==> src/hw/rtl/rlwq_pkg.sv <==
// Shared constants, types and status codes of the recursive lock with wait queue.
package rlwq_pkg;

	localparam int QUEUE_DEPTH = 16;
	localparam int MAX_NEST    = 255;
	localparam int TID_W       = 8;
	localparam int NEST_W      = 8;
	localparam int STATUS_W    = 4;
	localparam int PTR_W       = $clog2(QUEUE_DEPTH);
	localparam int FILL_W      = $clog2(QUEUE_DEPTH + 1);
	localparam int MAP_DEPTH   = 2 ** TID_W;
	localparam int OUT_TDATA_W = ((TID_W + 1 + TID_W + NEST_W + FILL_W + 7) / 8) * 8;
	localparam int OUT_PAD_W   = OUT_TDATA_W - (TID_W + 1 + TID_W + NEST_W + FILL_W);

	typedef enum logic {
		CMD_ACQUIRE = 1'b0,
		CMD_RELEASE = 1'b1
	} cmd_t;

	typedef enum logic [STATUS_W-1:0] {
		ST_ACQUIRED        = 4'd0,
		ST_REENTERED       = 4'd1,
		ST_QUEUED          = 4'd2,
		ST_NEST_DEC        = 4'd3,
		ST_RELEASED        = 4'd4,
		ST_NOT_HOLDER      = 4'd5,
		ST_ALREADY_WAITING = 4'd6,
		ST_QUEUE_FULL      = 4'd7,
		ST_NEST_OVERFLOW   = 4'd8
	} status_t;

	typedef enum logic {
		FSM_IDLE = 1'b0,
		FSM_EXEC = 1'b1
	} fsm_t;

endpackage

==> src/hw/rtl/recursive_lock_with_wait_queue.sv <==
// Recursive lock with FIFO wait queue: memory-based queue and waiting map, direct handoff.
// A request is read into stage registers on accept; its result is registered on execute.
// Requests are taken one at a time, set by the read-modify-write of the queue memory
// and the waiting-map memory (read on accept, write back in the execute cycle).
// Reset clears lock, owner, nesting, queue pointers, fill and the waiting-map valid bits;
// queue memory contents are not cleared.
module recursive_lock_with_wait_queue import rlwq_pkg::*; (
	input  logic                   clk,
	input  logic                   arst_n,
	input  logic                   s_axis_tvalid,
	output logic                   s_axis_tready,
	input  logic [TID_W-1:0]       s_axis_tdata,  // thread_id
	input  logic                   s_axis_tuser,  // command
	output logic                   m_axis_tvalid,
	input  logic                   m_axis_tready,
	// woken_thread, lock_held, holder_thread, nest_depth, waiting_count, zero pad
	output logic [OUT_TDATA_W-1:0] m_axis_tdata,
	output logic [STATUS_W:0]      m_axis_tuser   // status, woken_valid
);

	fsm_t state_q, state_nxt;

	logic [TID_W-1:0] fifo_mem [QUEUE_DEPTH];
	logic             map_mem  [MAP_DEPTH];
	logic [MAP_DEPTH-1:0] map_vld_q;

	logic              locked_q;
	logic [TID_W-1:0]  owner_q;
	logic [NEST_W-1:0] nest_q;
	logic [PTR_W-1:0]  head_q, tail_q;
	logic [FILL_W-1:0] fill_q;

	cmd_t             cmd_s1;
	logic [TID_W-1:0] tid_s1;
	logic             map_rd_s1;
	logic [TID_W-1:0] fifo_rd_s1;

	logic              out_valid_q;
	status_t           out_status_q;
	logic              out_woken_valid_q;
	logic [TID_W-1:0]  out_woken_q;

	logic              accept, can_load, exec_fire;
	status_t           status;
	logic              locked_nxt, woken_valid;
	logic [TID_W-1:0]  owner_nxt, woken;
	logic [NEST_W-1:0] nest_nxt;
	logic [PTR_W-1:0]  head_nxt, tail_nxt;
	logic [FILL_W-1:0] fill_nxt;
	logic              fifo_we, map_we, map_wd;
	logic [TID_W-1:0]  map_wa;

	function automatic logic [PTR_W-1:0] next_slot(input logic [PTR_W-1:0] idx);
		if (idx == PTR_W'(QUEUE_DEPTH - 1)) begin
			return '0;
		end
		return idx + PTR_W'(1);
	endfunction

	assign accept    = s_axis_tvalid && s_axis_tready;
	assign can_load  = !out_valid_q || m_axis_tready;
	assign exec_fire = (state_q == FSM_EXEC) && can_load;

	always_ff @(posedge clk or negedge arst_n) begin
		if (!arst_n) begin
			state_q <= FSM_IDLE;
		end else begin
			state_q <= state_nxt;
		end
	end

	always_comb begin
		state_nxt     = state_q;
		s_axis_tready = 1'b0;
		case (state_q)
			FSM_IDLE: begin
				s_axis_tready = 1'b1;
				if (s_axis_tvalid) begin
					state_nxt = FSM_EXEC;
				end
			end
			FSM_EXEC: begin
				if (can_load) begin
					state_nxt = FSM_IDLE;
				end
			end
			default: state_nxt = FSM_IDLE;
		endcase
	end

	// read stage: fetch waiting bit of the requester and the queue head
	always_ff @(posedge clk) begin
		if (accept) begin
			cmd_s1     <= cmd_t'(s_axis_tuser);
			tid_s1     <= s_axis_tdata;
			map_rd_s1  <= map_mem[s_axis_tdata] && map_vld_q[s_axis_tdata];
			fifo_rd_s1 <= fifo_mem[head_q];
		end
	end

	always_comb begin
		status      = ST_NOT_HOLDER;
		locked_nxt  = locked_q;
		owner_nxt   = owner_q;
		nest_nxt    = nest_q;
		head_nxt    = head_q;
		tail_nxt    = tail_q;
		fill_nxt    = fill_q;
		woken_valid = 1'b0;
		woken       = '0;
		fifo_we     = 1'b0;
		map_we      = 1'b0;
		map_wa      = tid_s1;
		map_wd      = 1'b0;
		if (cmd_s1 == CMD_ACQUIRE) begin
			if (!locked_q) begin
				locked_nxt = 1'b1;
				owner_nxt  = tid_s1;
				nest_nxt   = NEST_W'(1);
				status     = ST_ACQUIRED;
			end else if (owner_q == tid_s1) begin
				if (nest_q >= NEST_W'(MAX_NEST)) begin
					status = ST_NEST_OVERFLOW;
				end else begin
					nest_nxt = nest_q + NEST_W'(1);
					status   = ST_REENTERED;
				end
			end else if (map_rd_s1) begin
				status = ST_ALREADY_WAITING;
			end else if (fill_q >= FILL_W'(QUEUE_DEPTH)) begin
				status = ST_QUEUE_FULL;
			end else begin
				fifo_we  = 1'b1;
				tail_nxt = next_slot(tail_q);
				fill_nxt = fill_q + FILL_W'(1);
				map_we   = 1'b1;
				map_wd   = 1'b1;
				status   = ST_QUEUED;
			end
		end else begin
			if (!locked_q || owner_q != tid_s1) begin
				status = ST_NOT_HOLDER;
			end else if (nest_q > NEST_W'(1)) begin
				nest_nxt = nest_q - NEST_W'(1);
				status   = ST_NEST_DEC;
			end else if (fill_q != '0) begin
				head_nxt    = next_slot(head_q);
				fill_nxt    = fill_q - FILL_W'(1);
				map_we      = 1'b1;
				map_wa      = fifo_rd_s1;
				owner_nxt   = fifo_rd_s1;
				nest_nxt    = NEST_W'(1);
				woken_valid = 1'b1;
				woken       = fifo_rd_s1;
				status      = ST_RELEASED;
			end else begin
				locked_nxt = 1'b0;
				owner_nxt  = '0;
				nest_nxt   = '0;
				status     = ST_RELEASED;
			end
		end
	end

	// write-back stage
	always_ff @(posedge clk) begin
		if (exec_fire && fifo_we) begin
			fifo_mem[tail_q] <= tid_s1;
		end
		if (exec_fire && map_we) begin
			map_mem[map_wa] <= map_wd;
		end
	end

	always_ff @(posedge clk or negedge arst_n) begin
		if (!arst_n) begin
			map_vld_q <= '0;
			locked_q  <= 1'b0;
			owner_q   <= '0;
			nest_q    <= '0;
			head_q    <= '0;
			tail_q    <= '0;
			fill_q    <= '0;
		end else if (exec_fire) begin
			if (map_we) begin
				map_vld_q[map_wa] <= 1'b1;
			end
			locked_q <= locked_nxt;
			owner_q  <= owner_nxt;
			nest_q   <= nest_nxt;
			head_q   <= head_nxt;
			tail_q   <= tail_nxt;
			fill_q   <= fill_nxt;
		end
	end

	always_ff @(posedge clk or negedge arst_n) begin
		if (!arst_n) begin
			out_valid_q <= 1'b0;
		end else if (exec_fire) begin
			out_valid_q <= 1'b1;
		end else if (m_axis_tready) begin
			out_valid_q <= 1'b0;
		end
	end

	always_ff @(posedge clk) begin
		if (exec_fire) begin
			out_status_q      <= status;
			out_woken_valid_q <= woken_valid;
			out_woken_q       <= woken;
		end
	end

	assign m_axis_tvalid = out_valid_q;
	assign m_axis_tuser  = {out_woken_valid_q, out_status_q};
	assign m_axis_tdata  = {{OUT_PAD_W{1'b0}}, fill_q, nest_q, owner_q, locked_q, out_woken_q};

	a_fill_bound: assert property (@(posedge clk) disable iff (!arst_n)
		fill_q <= FILL_W'(QUEUE_DEPTH))
		else $error("wait queue fill above depth");

	a_free_empty: assert property (@(posedge clk) disable iff (!arst_n)
		!locked_q |-> (fill_q == '0 && owner_q == '0 && nest_q == '0))
		else $error("free lock with holder state or waiters");

	a_held_nest: assert property (@(posedge clk) disable iff (!arst_n)
		locked_q |-> (nest_q != '0))
		else $error("held lock with zero nesting");

	a_handoff: assert property (@(posedge clk) disable iff (!arst_n)
		(exec_fire && woken_valid) |=> (locked_q && owner_q == out_woken_q))
		else $error("handoff did not pass ownership to woken thread");

endmodule

==> config.mk <==
export PLATFORM = sky130hd
export DESIGN_NAME = recursive_lock_with_wait_queue
export DESIGN_NICKNAME = d
export VERILOG_FILES = /design/src/hw/rtl/rlwq_pkg.sv /design/src/hw/rtl/recursive_lock_with_wait_queue.sv
export SDC_FILE = /design/constraint.sdc
export NUM_CORES = 1
export LEC_CHECK = 0
export CORE_MARGIN = 8
export CORE_UTILIZATION = 57
export DETAILED_ROUTE_END_ITERATION = 8
export DONT_BUFFER_PORTS = 1
export GPL_TIMING_DRIVEN = 0
export PLACE_DENSITY = 0.8
export SETUP_SLACK_MARGIN = 0.3
export SYNTH_ARGS = -nofsm -noshare
export SYNTH_HDL_FRONTEND = slang
export SYNTH_SLANG_ARGS = --single-unit
==> constraint.sdc <==
create_clock -name clk -period 13.9 [get_ports clk]
set_input_delay 2.085 -clock clk [delete_from_list [all_inputs] [get_ports clk]]
set_output_delay 2.085 -clock clk [all_outputs]
set_load 0.05 [all_outputs]
==> flow_summary.toml <==
[logic_synthesis]
yosysSeqAreaShare_pct = 67.99
synth_ff_type = "edfxtp_1"
ys_warn_count = 0
ys_ff_latch = 703
syn_area_mm2 = 0.02893
yosysUniqueCellTypes = 77
synth-edff-count = 415
netlist_instances = 2191
async_flop_share_pct = 40.97
avgSynthCellArea_um2 = 13.20

[global_route]
grt_max_degree = 289
grt_usage_pct = 29.60
overflow = 0
grt_first_pass_wirelength_um = 126700
antenna_found_initial = 2
grt_pass1_vias = 19973

[place]
globalplace.congestion = 0.9767
place_hpwl_um = 55070
io_buffers = 0

[sta]
worstMarginPinSlew_ns = 1.460
slew_headroom_pct = 1.946
period_minus_slack_ns = 6.340
finalCritPeriodShare_pct = 45.61
finalMaxSlewViolations = 0
timing.hold.ws_ns = 0.4695
hold_violations = 0
max_freq_ghz = 0.1577
finalSetupViolations = 0
rsz0062_at_grt = "no"
fin_skew_ns = 0.03981

[cells_and_area]
fill_cells = 3482
final_cell_mix = "415 x edfxtp_1, 296 x nor2_1, 288 x dfrtp_1"
fin_nets = 2303
layout_commonest_cell = "edfxtp_1"
drive_gt1_share_pct = 10.76
num_antenna_cells = 0
fin_util_pct = 64.27
syn2layout_area_growth_pct = 11.45

[clocking]
ctsResizeCount = 0
ctsRootBufferMaster = "clkbuf_16"
cts_tree = "yes"
cts_num_sinks = 703
clk_pin_slew_worst_paths_ns = 0.06
cts_setup_buffers = 0
cts_hold_buf = 0
clk_path_buf_depth = 3
htree_levels = 3
clock_latency_ns = 0.63
cts_buffers = 70

[worst_setup_path]
setup.worst_path.start = "s_axis_tdata[1]"
crit_end = "map_rd_s1"
cp_data_required_time_ns = 14.21
crit_arrival_ns = 6.65
crit_fanout = 10
r2r_slack_ns = 9.10
worstReg2RegStart = "tid_s1[7]"
timing.rr.end = "map_mem[255]"
critPathKind = "in2reg"
r2r_cells = 8
cp-end-kind = "flop"
cp-start-kind = "primary input"

[routing]
drt_first_iter_violations = 3411
wl_per_cell_um = 28.61
routed_via_density = 6.702
wl_um = 85960
dr_total_vias = 20139
postRouteAntennaNets = 0
drc = 0
drt_first_pass_iters = 5

[pwr]
finalPower_mw = 4.443
vdd_drop_max_v = 0.0001089
p_leak_nw = 12.08
powerDensity_mw_per_mm2 = 137.8

[floorplan]
num_rows = 82
start_util_pct = 57.66
dieWidth_um = 241.3
io_pins = 52
die_h_um = 241.3
coreArea_mm2 = 0.05017
dieArea_mm2 = 0.05822

[min_path]
hp-class = "reg2reg"

[outcome]
outcome = "finished, final reports clean"

[run]
maxCapViolCount = 0
## per-stage QoR
stage	setup WS (ns)	setup TNS, ns	std cells	cell area (um2)
2_1_floorplan	5.202	0	2192	28940
3_3_place_gp	-1.457	-580.74	2864	29780
3_5_place_dp	7.287	0	2876	30010
4_1_cts	7.910	0	3003	32220
5_1_grt	7.558	0	3005	32240
6_report	7.560	0	3005	32240
## layer usage
| metal | track usage [%] | up-vias | routed length [um] | part of all wire (%) |
|---|---|---|---|---|
| met2 | 44.27 | 1625 | 38200 | 44 |
| met3 | 10.63 | 316 | 12690 | 15 |
| met5 | 0 | - | 0 | 0 |
| met4 | 13.81 | 0 | 4276 | 5.0 |
| met1 | 38.70 | 10010 | 30790 | 36 |
| li1 | - | 8188 | - | - |
## kinds of logic after synthesis
group	Yosys count	share of synthesized area [%]
fa+ha+maj	12	0.5450
xor+xnor	15	0.4541
buf+inv	182	2.660
simple gates	687	10.65
other cells	1	0.01296
compound gates	516	12.78
flops	703	67.99
mux	75	4.909
## sequential cells by signal, summed over array words and instances (netlist names), 5 cells and up
register	cells
owner_q	8
map_vld_q	256
out_woken_q	8
fifo_rd_s1	8
fill_q	5
fifo_mem	128
tid_s1	8
nest_q	8
map_mem	256
## final cells by class
type                    instances  area (um2)  share of cell area [%]
plain buffers                 167       713.2                   2.212
clock buffers                  98        1949                   6.046
clock inverters                29       269.0                  0.8343
inverters                      15       56.30                  0.1746
multi-input cells            1307        8514                   26.41
flip-flops and latches        703       19670                   61.00
well taps                     672       840.8                   2.608
repair buffers                 14       230.2                  0.7140
## cells in the mapped netlist, types with 6 or more instances
library cell,instances,share of area (%)
edfxtp_1,415,43
nor2_1,296,3.8
dfrtp_1,288,25
o21bai_1,257,6.7
nand2_1,201,2.6
clkbuf_1,103,1.3
o21ai_0,78,1.3
nand3_1,77,1.3
mux4_2,52,4.0
buf_2,51,0.88
o211ai_1,41,1.1
and3b_1,25,0.76
nand2b_1,25,0.54
a311oi_1,23,0.70
a21oi_1,20,0.35
o22ai_1,18,0.39
inv_1,14,0.18
ha_1,11,0.48
mux2_2,11,0.43
mux2i_1,11,0.38
a31oi_1,10,0.22
nor3_1,10,0.17
xor2_1,10,0.30
and3_1,9,0.19
nand3b_1,9,0.23
buf_1,8,0.10
o2bb2ai_1,8,0.24
o31ai_1,8,0.21
a2111oi_0,6,0.18
## how the worst min path moves through the flow
stage / endpoint / depth (start not counted) / startpoint / slack [ns]
6_report: map_vld_q[124] / 1 / map_vld_q[124] / 0.47
2_1_floorplan: map_vld_q[0] / 1 / map_vld_q[0] / 0.44
3_5_place_dp: map_vld_q[136] / 1 / map_vld_q[136] / 0.45
4_1_cts: map_vld_q[124] / 1 / map_vld_q[124] / 0.47
5_1_grt: map_vld_q[209] / 1 / map_vld_q[209] / 0.48
3_3_place_gp: map_vld_q[140] / 1 / map_vld_q[140] / 0.45
## where the power goes
part	leakage [nW]	switching [mW]	internal (mW)
combinational	2.57	0.181	0.0522
clock	1.09	0.814	1.06
sequential	8.41	0.0895	2.25
## worst max-delay path, stage by stage
cell	delay [ns]
clkbuf_1	0.66
clkbuf_1	0.63
clkbuf_1	0.88
buf_2	0.49
buf_1	0.73
o21ai_0	0.22
o211ai_1	0.34
a41oi_1	0.20
o311ai_0	0.14
nand4_1	0.24
Power figures use the tool's default switching activity.
